## src/rtl/core/yjkdec_pkg.sv

```systemverilog
// ----------------------------------------------------------------------------
// yjkdec_pkg
// Shared types, codes and component expansion tables for the YJK/YAE/direct
// color pixel-group decoder.
// ----------------------------------------------------------------------------
package yjkdec_pkg;

  localparam int unsigned Lanes     = 4;
  localparam int unsigned PalDepth  = 16;
  localparam int unsigned PalAddrW  = $clog2(PalDepth);
  localparam int unsigned PalEntryW = 9;
  localparam int unsigned RgbW      = 24;
  localparam int unsigned ApbAddrW  = 3;
  localparam int unsigned ApbDataW  = 32;

  // Command codes carried by the input channel.
  localparam logic CmdPixel   = 1'b0;
  localparam logic CmdPalette = 1'b1;

  // Register index, taken from paddr[2].
  localparam logic RegYjk = 1'b0;
  localparam logic RegYae = 1'b1;

  typedef struct packed {
    logic yjk;
    logic yae;
  } mode_t;

  // (c*255+3)/7
  function automatic logic [7:0] widen3(input logic [2:0] c);
    logic [7:0] v;
    case (c)
      3'd0:    v = 8'd0;
      3'd1:    v = 8'd36;
      3'd2:    v = 8'd73;
      3'd3:    v = 8'd109;
      3'd4:    v = 8'd146;
      3'd5:    v = 8'd182;
      3'd6:    v = 8'd219;
      default: v = 8'd255;
    endcase
    return v;
  endfunction

  // (c*255+1)/3
  function automatic logic [7:0] widen2(input logic [1:0] c);
    logic [7:0] v;
    case (c)
      2'd0:    v = 8'd0;
      2'd1:    v = 8'd85;
      2'd2:    v = 8'd170;
      default: v = 8'd255;
    endcase
    return v;
  endfunction

  // (c*255+15)/31
  function automatic logic [7:0] widen5(input logic [4:0] c);
    logic [7:0] v;
    case (c)
      5'd0:    v = 8'd0;
      5'd1:    v = 8'd8;
      5'd2:    v = 8'd16;
      5'd3:    v = 8'd25;
      5'd4:    v = 8'd33;
      5'd5:    v = 8'd41;
      5'd6:    v = 8'd49;
      5'd7:    v = 8'd58;
      5'd8:    v = 8'd66;
      5'd9:    v = 8'd74;
      5'd10:   v = 8'd82;
      5'd11:   v = 8'd90;
      5'd12:   v = 8'd99;
      5'd13:   v = 8'd107;
      5'd14:   v = 8'd115;
      5'd15:   v = 8'd123;
      5'd16:   v = 8'd132;
      5'd17:   v = 8'd140;
      5'd18:   v = 8'd148;
      5'd19:   v = 8'd156;
      5'd20:   v = 8'd165;
      5'd21:   v = 8'd173;
      5'd22:   v = 8'd181;
      5'd23:   v = 8'd189;
      5'd24:   v = 8'd197;
      5'd25:   v = 8'd206;
      5'd26:   v = 8'd214;
      5'd27:   v = 8'd222;
      5'd28:   v = 8'd230;
      5'd29:   v = 8'd239;
      5'd30:   v = 8'd247;
      default: v = 8'd255;
    endcase
    return v;
  endfunction

  function automatic logic [4:0] clamp5(input logic signed [7:0] v);
    logic [4:0] r;
    if (v < 0) begin
      r = 5'd0;
    end else if (v > 8'sd31) begin
      r = 5'd31;
    end else begin
      r = v[4:0];
    end
    return r;
  endfunction

endpackage

```

## src/rtl/core/yjk_yae_direct_color_decode.sv

```systemverilog
// ----------------------------------------------------------------------------
// yjk_yae_direct_color_decode
// Pixel-group color decoder: four bitmap bytes in, four RGB pixels out.
// ----------------------------------------------------------------------------
// Usage: each transfer on the input channel carries a command. A pixel
// command (cmd 0) carries four bitmap bytes and yields one output transfer
// with four packed 24-bit RGB pixels. A palette command (cmd 1) writes one
// of the 16 palette entries and yields no output transfer.
// The yjk_enable and yae_enable registers sit on the APB port at byte
// addresses 0 and 4 and should be written only while the block is idle.
// An accepted pixel group is held in the first stage (bytes and palette
// reads), then moves to the output register, from which it can leave.
// Throughput is one group per cycle while the receiver is ready; the palette
// is read at acceptance into a read register, and the color math runs
// between that stage and the output register.
// When the receiver stalls, the output register holds its result, the first
// stage fills, and in_ready_o drops only once both stages are occupied.
// Reset clears both registers, empties the pipeline and marks every palette
// entry as unwritten, so that it reads as black; no clearing pass is needed.
// ----------------------------------------------------------------------------
module yjk_yae_direct_color_decode
  import yjkdec_pkg::*;
(
  input  logic                clk_i,
  input  logic                rst_ni,
  // input channel
  input  logic                in_valid_i,
  output logic                in_ready_o,
  input  logic                cmd_i,
  input  logic [7:0]          byte0_i,
  input  logic [7:0]          byte1_i,
  input  logic [7:0]          byte2_i,
  input  logic [7:0]          byte3_i,
  input  logic [PalAddrW-1:0] pal_index_i,
  input  logic [2:0]          pal_red_i,
  input  logic [2:0]          pal_green_i,
  input  logic [2:0]          pal_blue_i,
  // output channel
  output logic                out_valid_o,
  input  logic                out_ready_i,
  output logic [RgbW-1:0]     rgb0_o,
  output logic [RgbW-1:0]     rgb1_o,
  output logic [RgbW-1:0]     rgb2_o,
  output logic [RgbW-1:0]     rgb3_o,
  // configuration port
  input  logic                psel,
  input  logic                penable,
  input  logic                pwrite,
  input  logic [ApbAddrW-1:0] paddr,
  input  logic [ApbDataW-1:0] pwdata,
  output logic [ApbDataW-1:0] prdata,
  output logic                pready
);

  mode_t                mode_q;
  logic                 cfg_wr;

  logic                 out_free;
  logic                 in_acc;
  logic                 pal_wr;
  logic                 s1_vld_q, s1_vld_d;
  logic                 out_vld_q, out_vld_d;

  logic [7:0]           in_bytes  [Lanes];
  logic [7:0]           pix_q     [Lanes];
  logic [PalDepth-1:0]  pal_vld_q;
  logic [PalEntryW-1:0] pal_rd_q  [Lanes];
  logic                 pal_hit_q [Lanes];
  logic [PalEntryW-1:0] pal_entry [Lanes];
  logic [PalEntryW-1:0] pal_wdata;

  logic signed [5:0]    j_val;
  logic signed [5:0]    k_val;
  logic [RgbW-1:0]      rgb_d     [Lanes];
  logic [RgbW-1:0]      rgb_q     [Lanes];

  // --------------------------------------------------------------------------
  // Configuration registers
  // --------------------------------------------------------------------------
  assign pready = 1'b1;
  assign cfg_wr = psel && penable && pwrite && pready;

  always_ff @(posedge clk_i or negedge rst_ni) begin
    if (!rst_ni) begin
      mode_q <= '0;
    end else if (cfg_wr) begin
      case (paddr[2])
        RegYjk:  mode_q.yjk <= pwdata[0];
        RegYae:  mode_q.yae <= pwdata[0];
        default: mode_q     <= mode_q;
      endcase
    end
  end

  always_comb begin
    case (paddr[2])
      RegYjk:  prdata = {{(ApbDataW-1){1'b0}}, mode_q.yjk};
      RegYae:  prdata = {{(ApbDataW-1){1'b0}}, mode_q.yae};
      default: prdata = '0;
    endcase
  end

  // --------------------------------------------------------------------------
  // Pipeline control: first stage (bytes and palette reads), output register
  // --------------------------------------------------------------------------
  assign out_free   = !out_vld_q || out_ready_i;
  assign in_ready_o = !s1_vld_q || out_free;
  assign in_acc     = in_valid_i && in_ready_o;
  assign pal_wr     = in_acc && (cmd_i == CmdPalette);

  always_comb begin
    s1_vld_d  = s1_vld_q;
    out_vld_d = out_vld_q;
    if (in_ready_o) begin
      s1_vld_d = in_acc && (cmd_i == CmdPixel);
    end
    if (out_free) begin
      out_vld_d = s1_vld_q;
    end
  end

  always_ff @(posedge clk_i or negedge rst_ni) begin
    if (!rst_ni) begin
      s1_vld_q  <= 1'b0;
      out_vld_q <= 1'b0;
    end else begin
      s1_vld_q  <= s1_vld_d;
      out_vld_q <= out_vld_d;
    end
  end

  // --------------------------------------------------------------------------
  // Palette: one replica per lane so that each is read at a single address.
  // An entry whose valid bit is clear has not been written since reset.
  // --------------------------------------------------------------------------
  assign in_bytes[0] = byte0_i;
  assign in_bytes[1] = byte1_i;
  assign in_bytes[2] = byte2_i;
  assign in_bytes[3] = byte3_i;
  assign pal_wdata   = {pal_red_i, pal_green_i, pal_blue_i};

  always_ff @(posedge clk_i or negedge rst_ni) begin
    if (!rst_ni) begin
      pal_vld_q <= '0;
    end else if (pal_wr) begin
      pal_vld_q[pal_index_i] <= 1'b1;
    end
  end

  for (genvar l = 0; l < Lanes; l++) begin : g_lane
    logic [PalEntryW-1:0] pal_mem [PalDepth];

    always_ff @(posedge clk_i) begin
      if (pal_wr) begin
        pal_mem[pal_index_i] <= pal_wdata;
      end
      if (in_acc) begin
        pal_rd_q[l]  <= pal_mem[in_bytes[l][7:4]];
        pal_hit_q[l] <= pal_vld_q[in_bytes[l][7:4]];
      end
      if (in_acc && (cmd_i == CmdPixel)) begin
        pix_q[l] <= in_bytes[l];
      end
      if (s1_vld_q && out_free) begin
        rgb_q[l] <= rgb_d[l];
      end
    end

    assign pal_entry[l] = pal_hit_q[l] ? pal_rd_q[l] : '0;

    yjkdec_lane u_lane (
      .pix_i       (pix_q[l]),
      .j_i         (j_val),
      .k_i         (k_val),
      .mode_i      (mode_q),
      .pal_entry_i (pal_entry[l]),
      .rgb_o       (rgb_d[l])
    );
  end

  // J and K are shared by the whole group: low bits first, high bits second.
  assign j_val = $signed({pix_q[1][2:0], pix_q[0][2:0]});
  assign k_val = $signed({pix_q[3][2:0], pix_q[2][2:0]});

  assign out_valid_o = out_vld_q;
  assign rgb0_o      = rgb_q[0];
  assign rgb1_o      = rgb_q[1];
  assign rgb2_o      = rgb_q[2];
  assign rgb3_o      = rgb_q[3];

  // --------------------------------------------------------------------------
  // Assertions
  // --------------------------------------------------------------------------
  a_pal_no_result: assert property (@(posedge clk_i) disable iff (!rst_ni)
    pal_wr |=> !s1_vld_q)
    else $error("palette write entered the result pipeline");

  a_pixel_enters: assert property (@(posedge clk_i) disable iff (!rst_ni)
    (in_acc && (cmd_i == CmdPixel)) |=> s1_vld_q)
    else $error("accepted pixel group was lost");

  a_stall_full: assert property (@(posedge clk_i) disable iff (!rst_ni)
    !in_ready_o |-> (s1_vld_q && out_vld_q && !out_ready_i))
    else $error("input stalled with room in the pipeline");

  a_pal_vld_src: assert property (@(posedge clk_i) disable iff (!rst_ni)
    (pal_vld_q != $past(pal_vld_q)) |-> $past(pal_wr))
    else $error("palette valid bits changed without a palette write");

endmodule

```

## src/rtl/core/yjkdec_lane.sv

```systemverilog
// ----------------------------------------------------------------------------
// yjkdec_lane
// Decodes one pixel byte of a group into a packed 24-bit RGB color, in
// direct GRB332, YJK or YJK with palette attribute mode.
// ----------------------------------------------------------------------------
module yjkdec_lane
  import yjkdec_pkg::*;
(
  input  logic [7:0]           pix_i,
  input  logic signed [5:0]    j_i,
  input  logic signed [5:0]    k_i,
  input  mode_t                mode_i,
  input  logic [PalEntryW-1:0] pal_entry_i,
  output logic [RgbW-1:0]      rgb_o
);

  logic [4:0]        y;
  logic signed [7:0] r_sum;
  logic signed [7:0] g_sum;
  logic signed [9:0] b_num;

  always_comb begin
    y     = pix_i[7:3];
    r_sum = $signed({3'b000, y}) + $signed({{2{j_i[5]}}, j_i});
    g_sum = $signed({3'b000, y}) + $signed({{2{k_i[5]}}, k_i});
    b_num = $signed({3'b000, y, 2'b00}) + $signed({5'b00000, y})
          - $signed({{3{j_i[5]}}, j_i, 1'b0}) - $signed({{4{k_i[5]}}, k_i});

    if (!mode_i.yjk) begin
      rgb_o = {widen3(pix_i[4:2]), widen3(pix_i[7:5]), widen2(pix_i[1:0])};
    end else if (mode_i.yae && pix_i[3]) begin
      rgb_o = {widen3(pal_entry_i[8:6]), widen3(pal_entry_i[5:3]),
               widen3(pal_entry_i[2:0])};
    end else begin
      // A negative blue numerator floors to a negative value, which clamps
      // to zero just as the truncated quotient would.
      rgb_o = {widen5(clamp5(r_sum)), widen5(clamp5(g_sum)),
               widen5(clamp5($signed(b_num[9:2])))};
    end
  end

endmodule

```

## config.mk

```make
export PLATFORM = sky130hd
export DESIGN_NAME = yjk_yae_direct_color_decode
export DESIGN_NICKNAME = d
export VERILOG_FILES = /design/src/rtl/core/yjkdec_pkg.sv /design/src/rtl/core/yjk_yae_direct_color_decode.sv /design/src/rtl/core/yjkdec_lane.sv
export SDC_FILE = /design/constraint.sdc
export NUM_CORES = 1
export LEC_CHECK = 0
export BUFFER_PORTS_ARGS = -buffer_cell sky130_fd_sc_hd__buf_2
export CORE_MARGIN = 3
export CORE_UTILIZATION = 40
export CTS_CLUSTER_SIZE = 25
export DETAILED_ROUTE_END_ITERATION = 10
export PLACE_DENSITY = 0.57
export SLEW_MARGIN = 40
export SYNTH_ARGS = -nofsm -noshare
export SYNTH_HDL_FRONTEND = slang
export SYNTH_SLANG_ARGS = --single-unit
```

## constraint.sdc

```tcl
create_clock -name clk_i -period 4.5 [get_ports clk_i]
set_clock_uncertainty 0.2 [all_clocks]
set_input_delay 0.225 -clock clk_i [delete_from_list [all_inputs] [get_ports clk_i]]
set_output_delay 0.225 -clock clk_i [all_outputs]
set_load 0.1 [all_outputs]
```

==> results of run 1 <==
-- logic make-up after synthesis --
kind of cell | Yosys count | share of synthesized area, %
AOI/OAI and AO/OA | 367 | 11.2
xor gates and xnor gates | 70 | 2.77
adders and majority gates | 131 | 8.77
buffers and inverters | 193 | 3.99
DFF | 332 | 44.7
muxes | 216 | 21.1
other | 2 | 0.0340
and+or+nand+nor | 320 | 7.41
-- final timing paths --
| kind | end | slack (ps) | depth (start not counted) |
|---|---|---|---|
| max | rgb_q[0][1] | 240 | 13 |
| min | pal_vld_q[11] | 40 | 3 |
| max in group asynchronous | mode_q[1] | 3710 | 3 |
| min reg2reg | out_valid_o | 300 | 1 |
| max reg2reg | rgb_q[0][1] | 240 | 13 |
| min in group clk_i | pix_q[2][6] | 50 | 1 |
-- where the power goes --
group	total (uW)	internal [uW]	switching, uW
Combinational	3390	1140	2250
Sequential	3820	3680	141
Clock	3460	2150	1320
Total	10700	6960	3710
-- cells in the mapped netlist (8+ instances only) --
| cell | count |
|---|---|
| buf_2 | 17 |
| inv_1 | 98 |
| a31oi_1 | 18 |
| nor3b_1 | 8 |
| o21a_1 | 16 |
| nor3_1 | 22 |
| o21ai_0 | 47 |
| a211oi_1 | 15 |
| buf_4 | 33 |
| nor2_1 | 84 |
| o22ai_1 | 10 |
| fa_1 | 40 |
| xnor2_1 | 48 |
| xor2_1 | 22 |
| o21ai_1 | 15 |
| o21bai_1 | 16 |
| clkbuf_1 | 37 |
| o211ai_1 | 8 |
| dfrtp_1 | 20 |
| mux2i_1 | 10 |
| mux4_2 | 200 |
| nor2b_1 | 27 |
| a21o_1 | 36 |
| or2_2 | 20 |
| a21boi_0 | 30 |
| nand2_1 | 69 |
| and2_1 | 8 |
| ha_1 | 91 |
| nand3_1 | 19 |
| edfxtp_1 | 312 |
| nand2b_1 | 17 |
| a21oi_1 | 104 |
-- layout make-up --
class	instances	area [sq um]
clock inverters	24	370
fillers	4759	28500
repair buffers	252	1660
clock buffers	45	1020
flip-flops and latches	332	9870
inverters	100	384
multi-input cells	1136	11500
well taps	696	871
-- layer usage --
| layer | up-vias | track usage, % | routed length [microns] |
|---|---|---|---|
| li1 | 6825 | - | - |
| met2 | 628 | 36.3 | 30600 |
| met1 | 7732 | 28.8 | 25500 |
| met5 | - | 0 | 27 |
| met4 | 4 | 8.27 | 2480 |
| met3 | 133 | 5.43 | 5060 |
-- critical path: stages, from the launching register on --
cell and delay, ps:
edfxtp_1 490, ha_1 270, fa_1 400, xnor2_1 160, fa_1 490, inv_1 50, ha_1 350, o21ai_0 170
nand2b_1 110, a311oi_1 290, o21bai_1 140, xor2_1 430, nand2_1 160, a221oi_1 350
-- through the flow --
| stage | hold WS (ps) | utilization (%) | cells |
|---|---|---|---|
| 2_1_floorplan | -271 | - | 1661 |
| 3_3_place_gp | 18.8 | 43.9 | 2470 |
| 3_5_place_dp | 23.4 | 44.0 | 2473 |
| 4_1_cts | 16.9 | 47.4 | 2584 |
| 5_1_grt | 50.3 | 47.4 | 2585 |
| 6_report | 41.2 | 47.4 | 2585 |
-- registers in the layout (all words and copies together), names as in the netlist, 2 cells and up --
register,count
pal_hit_q,4
pal_vld_q,16
pix_q,32
rgb_q,96
pal_rd_q,36
g_lane.pal_mem,144
mode_q,2
-- repair_timing --
| item | CTS | global route |
|---|---|---|
| endpoints found under the hold margin | 196 | 1 |
| hold buffers | 42 | 1 |
| endpoints found under the setup margin | 0 | 2 |
| resized for setup | 0 | 1 |
| setup buffers | 0 | 0 |
==> reports/metrics.csv, run 1 <==
stage;metric;value;unit
timing;final hold violations;0;
floorplanning;core area;54200;sq um
run;max cap viols;0;
timing;period utilization;94.7;%
power;Pleak;0.00952;uW
detailed_routing;Via-to-Cell Ratio;5.93;
floorplanning;die area;58100;sq um
floorplanning;Die H;241;microns
yosys;Syn. warnings;0;
detailed_routing;post-route ant nets;0;
power;total power;10700;uW
yosys;synth unique cells;85;
setup_path;CP startpoint kind;flip-flop;
placed_design;Place WS;289;ps
floorplanning;Chip Width;241;microns
cells_and_area;final instance area;25700;sq um
yosys;Mapped Cells;1631;
timing;endpoints failing setup;0;
global_route;first-pass GRT wire length;95400;microns
global_route;vias in the first global route;15300;
floorplanning;number of top-level pins;219;
floorplanning;Initial Utilization;40.8;%
timing;Slew HR;41.6;%
timing;Slew @ Worst Pin;864;ps
setup_path;largest fanout on the critical path;7;
timing;min cycle time layout;4260;ps
cells_and_area;final net count;2080;
detailed_routing;1st-iter DRT viols;1308;
placed_design;Final GP Congestion;0.874;
yosys;ys async rst share;6.02;%
power;Max VDD drop;0.000255;V
clocking;clock-pin slew of the registers on the worst-case setup and hold paths;60;ps
clocking;H-tree Lvls;2;
yosys;#FFs+latches synth;332;
min_path;HP Class;primary input to asynchronous set/reset pin;
setup_path;Req. time, crit path;4670;ps
cells_and_area;synth-to-layout area growth;16.3;%
timing;RSZ-0062 raised after global routing;no;
placed_design;post-placement cell area;23900;sq um
cells_and_area;commonest non-fill, non-tap cell in the layout;edfxtp_1;
detailed_routing;DRC violations left;0;
cells_and_area;# diodes;0;
setup_path;worst setup path start;pix_q[0][5];
yosys;Avg Inst Size Synth;13.6;sq um
timing;setup tns final;0;ps
yosys;Seq/Total Area, Yosys;44.7;%
clocking;clk buf depth;3;
setup_path;Worst setup EP type;flip-flop;
cells_and_area;most frequent cells in the layout;edfxtp_1 (312), mux4_2 (200), buf_2 (151);
clocking;CTS Buf Count;39;
setup_path;CP Class;flip-flop to flip-flop;
timing;Slew Limit Fails;0;
clocking;worst skew pair latency;560;ps
clocking;CTS Sinks;332;
outcome;outcome;completed;
yosys;top cell type's share of synthesized area;42.4;%
yosys;EDFF count, synth;312;
yosys;top cells by area, synth;edfxtp_1 (42%), mux4_2 (20%), ha_1 (5.2%);
global_route;pin count of the biggest net entering global routing;54;
yosys;most used flip-flop cell after synthesis;edfxtp_1;
detailed_routing;total vias in the final route;15300;
detailed_routing;WL/cell;24.6;microns
setup_path;launch point of the worst reg-to-reg path;pix_q[0][5];
setup_path;Worst EP arrival;4430;ps
timing;max frequency;235;MHz
yosys;post-synth top area cell;edfxtp_1;
cells_and_area;layout cells sized above 1;28.2;%
detailed_routing;First-pass DRT Iterations;6;
placed_design;port bufs;153;
global_route;leftover overflow at the end of global routing;0;
detailed_routing;final wirelength;63700;microns
timing;final worst slack;240;ps
placed_design;hpwl dp;45500;microns
yosys;synthesized area;22100;sq um
global_route;initial antenna violation count;2;
clocking;CTS root buf;clkbuf_16;
floorplanning;Rows;85;
power;PwrDens;415;nW/um^2
global_route;Total GRT Usage;22.2;%
clocking;CTS tree;yes;
(Power assumes the default switching activity.)
==> run 2, diff against run 1 <==
REMOVE_ABC_BUFFERS = 1   (was unset)
==> run 2 against run 1 <==
Critical path type unchanged; highest routed layer unchanged; sequential cell count unchanged; clock power down 5%; design area down 0.34%; fmax up 0.28%; setup slack better by 12 ps; largest power group unchanged; die area unchanged; worst hold slack better by 15 ps; global-route usage down 0.17 points.
==> reports/metrics.csv, run 2 (same netlist as run 1, synthesis figures left out) <==
stage;metric;value;unit
outcome;outcome;completed;
floorplanning;Chip Width;241;microns
clocking;clk buf depth;3;
detailed_routing;Via-to-Cell Ratio;5.90;
global_route;initial antenna violation count;3;
power;Logic pwr share;32.4;%
cells_and_area;Top Registers;g_lane.pal_mem (144), rgb_q (96), pal_rd_q (36);
timing;endpoints failing setup;0;
floorplanning;Die H;241;microns
setup_path;Req. time, crit path;4570;ps
global_route;first-pass GRT wire length;94200;microns
cells_and_area;max reg flops;144;
floorplanning;core area;54200;sq um
detailed_routing;final wirelength;63700;microns
power;Max VDD drop;0.000282;V
timing;Slew Limit Fails;0;
setup_path;Worst EP arrival;4320;ps
detailed_routing;post-route ant nets;0;
timing;final worst slack;252;ps
cells_and_area;synth-to-layout area growth;15.9;%
power;Net Switching;3730;uW
placed_design;Place WS;300;ps
clocking;worst skew pair latency;580;ps
power;sequential share of power;36.3;%
global_route;leftover overflow at the end of global routing;0;
detailed_routing;total vias in the final route;15300;
cells_and_area;most frequent cells in the layout;edfxtp_1 (312), mux4_2 (200), buf_2 (148);
floorplanning;Initial Utilization;40.8;%
setup_path;CP Cell Sequence;ha_1 -> fa_1 -> inv_1 -> fa_1 -> inv_1 -> ha_1 -> a21o_1 -> o21bai_1 -> o31ai_1 -> xnor2_1 -> mux2_2 -> o211ai_1 -> a221oi_1;
detailed_routing;met2 WL;30000;microns
clocking;clock-pin slew of the registers on the worst-case setup and hold paths;60;ps
setup_path;WP buf/inv;2;
clocking;CTS tree;yes;
cells_and_area;final net count;2079;
clocking;H-tree Lvls;2;
cells_and_area;commonest non-fill, non-tap cell in the layout;edfxtp_1;
placed_design;hpwl dp;45000;microns
timing;Slew HR;41.5;%
floorplanning;Rows;85;
power;total power;10500;uW
timing;Slew @ Worst Pin;877;ps
global_route;pin count of the biggest net entering global routing;55;
cells_and_area;layout cells sized above 1;27.7;%
clocking;CTS root buf;clkbuf_16;
timing;max frequency;235;MHz
placed_design;Final GP Congestion;0.876;
cells_and_area;most flop-heavy register;g_lane.pal_mem;
setup_path;slowest stage cell, crit path;edfxtp_1;
detailed_routing;First-pass DRT Iterations;5;
global_route;Total GRT Usage;22.0;%
floorplanning;die area;58100;sq um
min_path;HP Class;primary input to asynchronous set/reset pin;
power;Clk network pwr share;31.3;%
detailed_routing;top sig layer;met5;
power;Pleak;0.00947;uW
timing;setup tns final;0;ps
global_route;vias in the first global route;15100;
cells_and_area;Util after Layout;47.2;%
setup_path;top cell family by delay on the critical path;adder cells;
detailed_routing;DRC violations left;0;
setup_path;CP peak stage delay;500;ps
detailed_routing;Metal-1 WL;26600;microns
power;Internal;6760;uW
clocking;CTS Sinks;332;
clocking;setup bufs post-CTS;0;
setup_path;Worst setup EP type;flip-flop;
timing;min cycle time layout;4250;ps
detailed_routing;WL/cell;24.6;microns
floorplanning;number of top-level pins;219;
clocking;CTS Buf Count;39;
run;max cap viols;0;
power;Switching Fraction;35.5;%
timing;WHS;56.4;ps
timing;period utilization;94.4;%
placed_design;port bufs;153;
setup_path;CP Class;flip-flop to flip-flop;
detailed_routing;1st-iter DRT viols;1317;
setup_path;CP startpoint kind;flip-flop;
setup_path;largest fanout on the critical path;5;
timing;final hold violations;0;
power;PwrDens;409;nW/um^2
timing;RSZ-0062 raised after global routing;no;
detailed_routing;met3 WL post-DR;4740;microns
[run 2: cell count changes in the layout (fill, tap and decap cells not counted), moves of 3 or more]
cell       delta
bufinv_16     -3
clkinv_1      +5
buf_4         +3
buf_2         -3
clkbuf_1      +6
[run 2: area by class of cell]
type	count	area, sq um
fill	4722	28600
multi-input combinational	1136	11500
sequential	332	9870
timing repair buffer	251	1650
clock buffer	50	1020
tap	696	871
inverter	100	380
clock inverter	22	298
antenna	1	2.50
[run 2: power groups by stage]
stage          registers [uW]  clock network (uW)  logic (uW)
2_1_floorplan            4550                   0        1840
3_3_place_gp             3870                   0        3300
3_5_place_dp             3880                   0        3340
4_1_cts                  3820                3360        3380
5_1_grt                  3840                3490        3650
6_report                 3810                3280        3400
[run 2: final timing paths]
| check | to | slack [ps] | cells past startpoint | start |
|---|---|---|---|---|
| max in group asynchronous | mode_q[1] | 3680 | 3 | rst_ni |
| worst max-delay path | rgb_q[2][0] | 250 | 13 | pix_q[2][5] |
| min in group clk_i | pix_q[2][6] | 70 | 1 | byte2_i[6] |
| worst max register to register | rgb_q[2][0] | 250 | 13 | pix_q[2][5] |
| worst min register to register | out_valid_o | 310 | 1 | s1_vld_q |
| worst min-delay path | pal_vld_q[12] | 60 | 3 | rst_ni |
[run 2: repair_timing]
item | in CTS | in global routing
hold buffers | 44 | 0
gates resized for setup | 0 | 0
endpoints found under the hold margin | 194 | 0
[run 2: layer usage]
metal | GRT usage (%) | vias up
met3 | 4.51 | 129
li1 | - | 6830
met5 | 0 | -
met2 | 35.5 | 621
met4 | 8.18 | 4
met1 | 29.6 | 7686
[run 2: tightest hold or removal path: cells and delay by family]
kind | cells | cell delay (ps)
buffers and inverters | 3 | 1050
[run 2: per-stage QoR]
step           instance area (sq um)  std cells
2_1_floorplan                  21700       1568
3_3_place_gp                   23800       2470
3_5_place_dp                   23800       2470
4_1_cts                        25600       2586
5_1_grt                        25600       2588
6_report                       25600       2588
==> run 3, diff against run 2 <==
CORE_ASPECT_RATIO = 0.75   (was unset)
CTS_BUF_LIST = sky130_fd_sc_hd__clkbuf_4 sky130_fd_sc_hd__clkbuf_8   (was unset)
clock period = 5 ns   (was 4.5 ns; I/O delays follow)
==> run 3 against run 2 <==
First-iteration DRC count is 36% higher; die area about the same; combinational power is 11% lower; via count grew 0.41%; critical path depth up 1; power shrank 14%; sequential share of layout area is 0.15 points higher; clock power down 21%; core utilization grew 0.22 points; non-clock buffer count fell by 1; design area decreased by 0.36%; worst hold slack got worse by 11 ps; critical endpoint is now rgb_q[2][7].
==> reports/metrics.csv, run 3 (same netlist as run 1, synthesis figures left out) <==
stage;metric;value;unit
timing;RSZ-0062 raised after global routing;no;
cells_and_area;commonest non-fill, non-tap cell in the layout;edfxtp_1;
floorplanning;number of top-level pins;219;
timing;endpoints failing setup;0;
cells_and_area;Top Registers;g_lane.pal_mem (144), rgb_q (96), pal_rd_q (36);
setup_path;Worst EP arrival;4660;ps
clocking;CTS Buf Count;56;
cells_and_area;final net count;2095;
timing;Slew Limit Fails;0;
setup_path;CP startpoint kind;flip-flop;
detailed_routing;DRC violations left;0;
detailed_routing;final wirelength;63900;microns
placed_design;dpl cells;2476;
placed_design;port bufs;153;
clocking;CTS tree;yes;
floorplanning;Die H;210;microns
power;PwrDens;355;nW/um^2
global_route;Total GRT Usage;22.0;%
placed_design;Final GP Congestion;0.860;
clocking;Post-CTS Resized;0;
setup_path;CP Class;flip-flop to flip-flop;
cells_and_area;layout cells sized above 1;28.5;%
cells_and_area;most frequent cells in the layout;edfxtp_1 (312), mux4_2 (200), buf_2 (152);
cells_and_area;synth-to-layout area growth;15.5;%
detailed_routing;total vias in the final route;15300;
clocking;worst skew pair latency;700;ps
power;Max VDD drop;0.000233;V
detailed_routing;Via-to-Cell Ratio;5.82;
floorplanning;die area;58100;sq um
floorplanning;Rows;73;
detailed_routing;WL/cell;24.3;microns
timing;max frequency;223;MHz
timing;final hold violations;0;
power;total power;9060;uW
timing;min cycle time layout;4490;ps
floorplanning;Chip Width;277;microns
timing;setup tns final;0;ps
detailed_routing;First-pass DRT Iterations;5;
timing;Slew @ Worst Pin;883;ps
global_route;leftover overflow at the end of global routing;0;
detailed_routing;post-route ant nets;0;
global_route;vias in the first global route;15200;
timing;period utilization;89.8;%
clocking;CTS Sinks;332;
clocking;CTS root buf;clkbuf_8;
cells_and_area;Non-Filler Instances;2635;
global_route;initial antenna violation count;2;
global_route;pin count of the biggest net entering global routing;64;
timing;Slew HR;40.6;%
power;Pleak;0.00945;uW
run;max cap viols;0;
floorplanning;core area;53800;sq um
clocking;H-tree Lvls;2;
placed_design;hpwl dp;45900;microns
floorplanning;Initial Utilization;41.1;%
setup_path;Worst setup EP type;flip-flop;
outcome;outcome;completed;
setup_path;largest fanout on the critical path;8;
clocking;clk buf depth;3;
setup_path;Req. time, crit path;5170;ps
cells_and_area;max reg flops;144;
detailed_routing;1st-iter DRT viols;1796;
cells_and_area;most flop-heavy register;g_lane.pal_mem;
clocking;clock-pin slew of the registers on the worst-case setup and hold paths;70;ps
min_path;HP Class;primary input to flip-flop;
global_route;first-pass GRT wire length;96300;microns
## run 3: final cells by class
type	count	area, sq um
well taps	712	891
inverters	100	380
multi-input cells	1136	11500
clock inverters	27	231
clock buffers	77	947
fillers	4746	28300
repair buffers	250	1690
flip-flops and latches	332	9870
diodes	1	2.50
## run 3: final timing paths
check / slack (ps) / cells after the start / endpoint / startpoint
max in group asynchronous: 3730 / 4 / mode_q[1] / rst_ni
min in group asynchronous: 480 / 4 / pal_vld_q[8] / rst_ni
worst min-delay path: 50 / 2 / pix_q[0][4] / byte0_i[4]
worst max-delay path: 510 / 14 / rgb_q[2][7] / pix_q[2][6]
worst max register to register: 510 / 14 / rgb_q[2][7] / pix_q[2][6]
worst min register to register: 290 / 1 / out_valid_o / s1_vld_q
## run 3: timing repair
item | 4_1_cts | 5_1_grt
setup buffers | 0 | 0
hold buffers | 51 | 1
hold endpoints to repair | 274 | 9
## run 3: critical path, cell delays in order, from the launching register on
cell and delay, ps:
edfxtp_1 550, ha_1 340, a21o_1 180, a21o_1 200, xnor2_1 140, fa_1 490
inv_1 50, ha_1 340, or2_2 330, a21oi_1 180, a21oi_2 80, a31oi_1 230
mux2i_1 560, o21bai_1 220, a21oi_1 100
## run 3: through the flow
| stage | instance area, sq um | setup slack (ps) | util, % | hold WS, ps |
|---|---|---|---|---|
| after global placement | 23700 | 689 | 44.1 | 22.6 |
| after global routing | 25500 | 213 | 47.5 | 59.7 |
| final | 25500 | 508 | 47.5 | 45.3 |
| after floorplan | 21700 | 372 | - | -246 |
| after detailed placement | 23800 | 550 | 44.2 | 27.7 |
| after CTS | 25500 | 551 | 47.4 | 7.28 |
## run 3: power breakdown
| part | switching (uW) | internal, uW |
|---|---|---|
| clock | 1190 | 1400 |
| sequential | 147 | 3310 |
| combinational | 2010 | 1020 |
## run 3: layer usage
layer	track usage, %	share of wire, %	up-vias
met5	0	0	-
met4	5.43	2.2	0
met3	3.73	7.5	106
met2	34.9	46	605
met1	31.7	44	7752
li1	-	-	6869
